===== src/design/qepid_pkg.sv =====
`default_nettype none

package qepid_pkg;

  // Widths of the shared multiplier, of the sum of the control terms, of the integral and of the error.
  localparam int unsigned MulAW  = 33;
  localparam int unsigned MulBW  = 25;
  localparam int unsigned ProdW  = MulAW + MulBW;
  localparam int unsigned AccW   = 96;
  localparam int unsigned IntW   = 48;
  localparam int unsigned ErrW   = 25;

  localparam logic       CMD_EDGE = 1'b0;
  localparam logic       CMD_TICK = 1'b1;
  localparam logic       PIN_A    = 1'b0;
  localparam logic       PIN_B    = 1'b1;

  localparam logic [1:0] MODE_X1  = 2'd0;
  localparam logic [1:0] MODE_X2  = 2'd1;
  localparam logic [1:0] MODE_X4  = 2'd2;

  localparam logic [1:0]  RST_COUNT_MODE  = 2'd2;
  localparam logic [23:0] RST_COUNT_SCALE = 24'd77672;
  localparam logic [31:0] RST_GAIN_P      = 32'd65536000;
  localparam logic [31:0] RST_GAIN_I      = 32'd655;
  localparam logic [31:0] RST_GAIN_D      = 32'd262144;
  localparam logic [23:0] RST_TICK_PERIOD = 24'd16777;
  localparam logic [15:0] RST_TICK_RATE   = 16'd1000;
  localparam logic [7:0]  RST_DUTY_LIMIT  = 8'd100;

  localparam logic signed [23:0] POS_MAX = 24'sh7FFFFF;
  localparam logic signed [23:0] POS_MIN = 24'sh800000;

  typedef enum logic [2:0] {
    REG_COUNT_MODE  = 3'd0,
    REG_COUNT_SCALE = 3'd1,
    REG_GAIN_P      = 3'd2,
    REG_GAIN_I      = 3'd3,
    REG_GAIN_D      = 3'd4,
    REG_TICK_PERIOD = 3'd5,
    REG_TICK_RATE   = 3'd6,
    REG_DUTY_LIMIT  = 3'd7
  } reg_index_t;

  typedef enum logic [3:0] {
    S_IDLE,
    S_POS,
    S_ERR,
    S_MUL_P,
    S_MUL_IL,
    S_MUL_IH,
    S_MUL_DL,
    S_MUL_DH,
    S_MUL_INT,
    S_MUL_DER,
    S_FIN
  } seq_state_t;

  typedef struct packed {
    logic               cmd;
    logic               edge_pin;
    logic               level_a;
    logic               level_b;
    logic signed [23:0] ref_position;
  } item_t;

  typedef struct packed {
    logic signed [31:0] count;
    logic signed [23:0] position;
    logic [7:0]         duty;
    logic               direction;
    logic               is_tick;
  } result_t;

  typedef struct packed {
    logic                     en;
    logic signed [MulAW-1:0]  a;
    logic signed [MulBW-1:0]  b;
  } mul_op_t;

endpackage

`default_nettype wire


===== src/design/qepid_mul.sv =====
`default_nettype none

module qepid_mul
  import qepid_pkg::*;
(
  input  wire                     clk,
  input  mul_op_t                 op,
  output logic signed [ProdW-1:0] prod
);

  logic signed [MulAW-1:0] a_s;
  logic signed [MulBW-1:0] b_s;

  assign a_s = op.a;
  assign b_s = op.b;

  // Signed product, registered; it holds when no operation is issued.
  always_ff @(posedge clk) begin
    if (op.en) begin
      prod <= ProdW'(a_s) * ProdW'(b_s);
    end
  end

endmodule

`default_nettype wire


===== config.mk =====
export PLATFORM = sky130hd
export DESIGN_NAME = qepid_mul
export DESIGN_NICKNAME = d
export VERILOG_FILES = /design/src/design/qepid_pkg.sv /design/src/design/qepid_mul.sv
export SDC_FILE = /design/constraint.sdc
export NUM_CORES = 2
export LEC_CHECK = 0
export BUFFER_PORTS_ARGS = -buffer_cell sky130_fd_sc_hd__buf_2
export CORE_UTILIZATION = 37
export CTS_CLUSTER_DIAMETER = 150
export DETAILED_ROUTE_END_ITERATION = 10
export GPL_TIMING_DRIVEN = 0
export PLACE_DENSITY_LB_ADDON = 0.05
export SLEW_MARGIN = 5
export SYNTH_ARGS = -nofsm -noshare
export SYNTH_HDL_FRONTEND = slang
export SYNTH_SLANG_ARGS = --single-unit

===== constraint.sdc =====
create_clock -name clk -period 9.3 [get_ports clk]
set_clock_uncertainty 0.1 [all_clocks]
set_input_delay 1.86 -clock clk [delete_from_list [all_inputs] [get_ports clk]]
set_output_delay 1.86 -clock clk [all_outputs]
set_load 0.05 [all_outputs]

======== Word-level counts from Yosys, hierarchy flattened ========
Cells that the tools add are included.
storage, ports and cells
  word-level logic and storage cells ...... 2
  bits of input ports ..................... 60
  flip-flop bits (word level) ............. 58
  output and inout bits ................... 58
operators by class
  $mul .................................... 1
operators by type and width
  operator                                        count
  33-bit by 25-bit multiplier with 58-bit output  1

======== Logic depth before layout (Yosys ltp) ========
  depth in word-level cells ............... 1
  mapped depth ............................ 27

======== Least setup slack after synthesis ========
OpenSTA, ideal clock, no wires.
  kind .................................... input to register
  start point ............................. input port op[57] (netlist name)
  end point ............................... register prod[57], data pin
  cell stages on the path ................. 21
  data arrival time ....................... 8.112 ns
  buffers on the path ..................... 2
  setup slack ............................. 0.808 ns
  path through ............................ clkbuf_1 > nand2_1 > inv_1 > fa_1 > fa_1 > inv_1 > fa_1 > inv_1 > fa_1 > fa_1 > fa_1 > fa_1 > ha_1 > clkbuf_8 > a21o_1 > a21o_1 > a21o_1 > a21o_1 > and3_1 > a21oi_1 > o211ai_1
on the way
  cells in the longest elaborated chain, start to end .. 1
RTL lines
  item                                            RTL line         text
  from (decl)                                     qepid_mul.sv:7   input mul_op_t op,
  33-bit by 25-bit multiplier with 58-bit output  qepid_mul.sv:20  prod <= ProdW'(a_s) * ProdW'(b_s);
  to (signal assigned)                            qepid_mul.sv:20
  to (decl)                                       qepid_mul.sv:8   output logic signed [ProdW-1:0] prod
Every way passes these cells.
A chain may end at the register's enable or synchronous reset.

======== Worst setup path after layout ========
  start point ............................. input port op[22] (netlist name)
  end point ............................... register prod[57], data pin
The elaborated chain is that of the path after synthesis.

==> impl_metrics.csv <==
group,metric,value,unit
placement,gp_congestion,0.963,
synthesis,ys.flop_type,"edfxtp_1",
sta,finalCritPeriodShare,99.9,%
critical_path,crit_path_end_kind,"register",
sta,hold_viol_final,0,
critical_path,criticalPathCategory,"input port to register",
clocking,cts_hold_buf,0,
die,die_w,290,µm
synthesis,syn_nets,4267,
grt,first_global_vias,25149,
die,dieArea,84400,µm²
die,dieHeight,290,µm
synthesis,syn_avg_cell_area,9.60,µm²
flow_run,maxCapViolCount,0,
final_layout,drive_gt1_share,7.99,%
grt,grt_usage,27.7,%
critical_path,cp.arrival,9.26,ns
sta,fmax,108,MHz
clocking,htree_levels,3,
synthesis,ys_warn_count,0,
final_layout,multi_input_area,25500,µm²
final_layout,reg.largest.list,"prod: 58 flops",
synthesis,synth_async_sr_flop_share,0,%
final_layout,regMostFlops,"prod",
final_layout,largest_reg_flops,58,
synthesis,synthCells,3208,
synthesis,synth.distinct_cells,60,
run_status,status,"completed",
detailed_routing,drt_iter0_markers,1396,
final_layout,area_delta_synth_final,8.06,%
sta,relSlewSlack,24.8,%
detailed_routing,drt_drc_violations_left,0,
final_layout,finalNetCount,4395,
grt,grt_max_degree,59,
critical_path,start_kind,"input port",
critical_path,cp-startpoint,"op[22]",
die,start_util,37.4,%
clocking,ctsRootBufferMaster,"clkbuf_16",
clocking,cts.clk_slew.worst_paths,0.06,ns
sta,hold_slack,1.98,ns
clocking,clockBufferDepth,2,
die,pin_count,118,
grt,grt_pass1_wl,167000,µm
critical_path,crit_required,9.27,ns
synthesis,syn_area,30800,µm²
clocking,cts_tree,"yes",
synthesis,synth_seq_cells,58,
detailed_routing,wire_per_inst,25.8,µm
detailed_routing,vias,22747,
critical_path,path_max_fanout,10,
clocking,clock_sinks,58,
sta,drv_slew,0,
worst_hold_path,hold_path_class,"input port to register",
grt,gr-total-overflow,0,
final_layout,fillCellCount,8319,
sta,worst_slew_pin_slew,1.13,ns
detailed_routing,wirelength,114000,µm
critical_path,crit_end,"prod[57]",
sta,setup_viol_count_final,0,
die,core,82200,µm²
detailed_routing,ant_nets,0,
grt,antenna_found_initial,18,
die,rows,105,
sta,fin_crit,9.29,ns
final_layout,seqCellArea,1740,µm²
synthesis,synth-edff-count,58,
detailed_routing,drtPass1Iterations,7,
clocking,numCtsBuffers,9,
placement,hpwl,97700,µm
detailed_routing,detail_route.vias_per_cell,5.16,
placement,io_buffers,117,
synthesis,seq_area_frac_synth,5.66,%
[area by class of cell]
type / count / share of cell area [%]
clock inverter: 5 / 0.308
inverter: 786 / 8.88
tap: 1070 / 4.02
clock buffer: 11 / 0.700
multi-input combinational: 2206 / 76.6
timing repair buffer: 118 / 1.79
buffer: 157 / 2.41
antenna: 1 / 0.00752
sequential: 58 / 5.24
[synthesized netlist by cell type, drive strengths merged, types with 16 or more instances]
| cell type | count | area, µm² |
|---|---|---|
| xnor2 | 44 | 385 |
| nor2 | 57 | 214 |
| ha | 157 | 1960 |
| and2 | 410 | 2570 |
| edfxtp | 58 | 1740 |
| fa | 842 | 16900 |
| inv | 785 | 2950 |
| nand2 | 416 | 1560 |
| clkbuf | 153 | 618 |
| a21oi | 51 | 255 |
| nand3 | 16 | 80.1 |
| a21o | 36 | 273 |
| o21ai | 32 | 175 |
[layout by cell type, fill, tap and decap left out, types with 11 or more instances in the layout]
master and n:
a21o_1 34, a21oi_1 48, and2_1 409, buf_2 123
clkbuf_1 54, clkbuf_2 80, edfxtp_1 58, fa_1 836
ha_1 157, inv_1 784, nand2_1 416, nand2b_1 11
nand3_1 16, nand4_1 15, nor2_1 57, o21ai_0 28
o21bai_1 15, xnor2_1 44, xor2_1 15
[routing by layer]
layer | vias to the layer above | part of all wire [%] | track usage, %
met5 | - | 0 | 0
met4 | 0 | 5.8 | 13.6
met3 | 183 | 6.0 | 2.90
met2 | 859 | 51 | 48.1
met1 | 12147 | 38 | 34.2
li1 | 9558 | - | -
[stage by stage]
stage,area [µm²],util [%],instances,worst slack (ns),TNS (ns)
6_report,33300,40.4,4412,0.0102,0
5_1_grt,33300,40.4,4411,-0.00691,-0.00691
4_1_cts,33200,40.3,4412,0.00140,0
3_5_place_dp,32700,39.8,4395,-1.05,-11.99
3_3_place_gp,32700,39.8,4395,-1.00,-11.57
2_1_floorplan,30800,-,3208,0.808,0
[critical path: stages]
cell	delay, ns
buf_2	0.27
clkbuf_1	0.87
and2_1	0.27
fa_1	0.42
fa_1	0.57
fa_1	0.46
fa_1	0.43
fa_1	0.61
fa_1	0.54
inv_1	0.05
fa_1	0.47
inv_1	0.04
ha_1	0.37
a21o_1	0.23
a21o_1	0.17
a21oi_1	0.25
nor3b_1	0.31
nand4_1	0.20
o21ai_4	0.26
o221ai_2	0.23
a21oi_2	0.22
o211ai_1	0.12
[timing repair]
action                     in CTS  in global routing
buffers inserted                1                  0
gates resized for setup        72                111
setup endpoints to repair      17                 15
[cells by family after synthesis]
| family | after synthesis | share of synthesized area (%) |
|---|---|---|
| adders and majority gates | 999 | 61.1 |
| and+or+nand+nor | 954 | 15.5 |
| buffers and inverters | 944 | 11.7 |
| AOI/OAI and AO/OA | 194 | 4.34 |
| xor gates and xnor gates | 59 | 1.68 |
| DFF | 58 | 5.66 |
[worst min-delay path by stage]
stage | depth (start not counted) | endpoint | slack (ns) | startpoint
2_1_floorplan | 0 | prod[0] | 1.87 | op[58]
3_3_place_gp | 1 | prod[15] | 2.30 | prod[15]
3_5_place_dp | 1 | prod[56] | 2.30 | prod[56]
4_1_cts | 2 | prod[0] | 2.00 | op[25]
5_1_grt | 2 | prod[0] | 1.98 | op[25]
6_report | 1 | prod[55] | 1.98 | op[58]
Power is not shown: default switching activity piles up to over one toggle a cycle in this logic, so the estimate is an artifact.
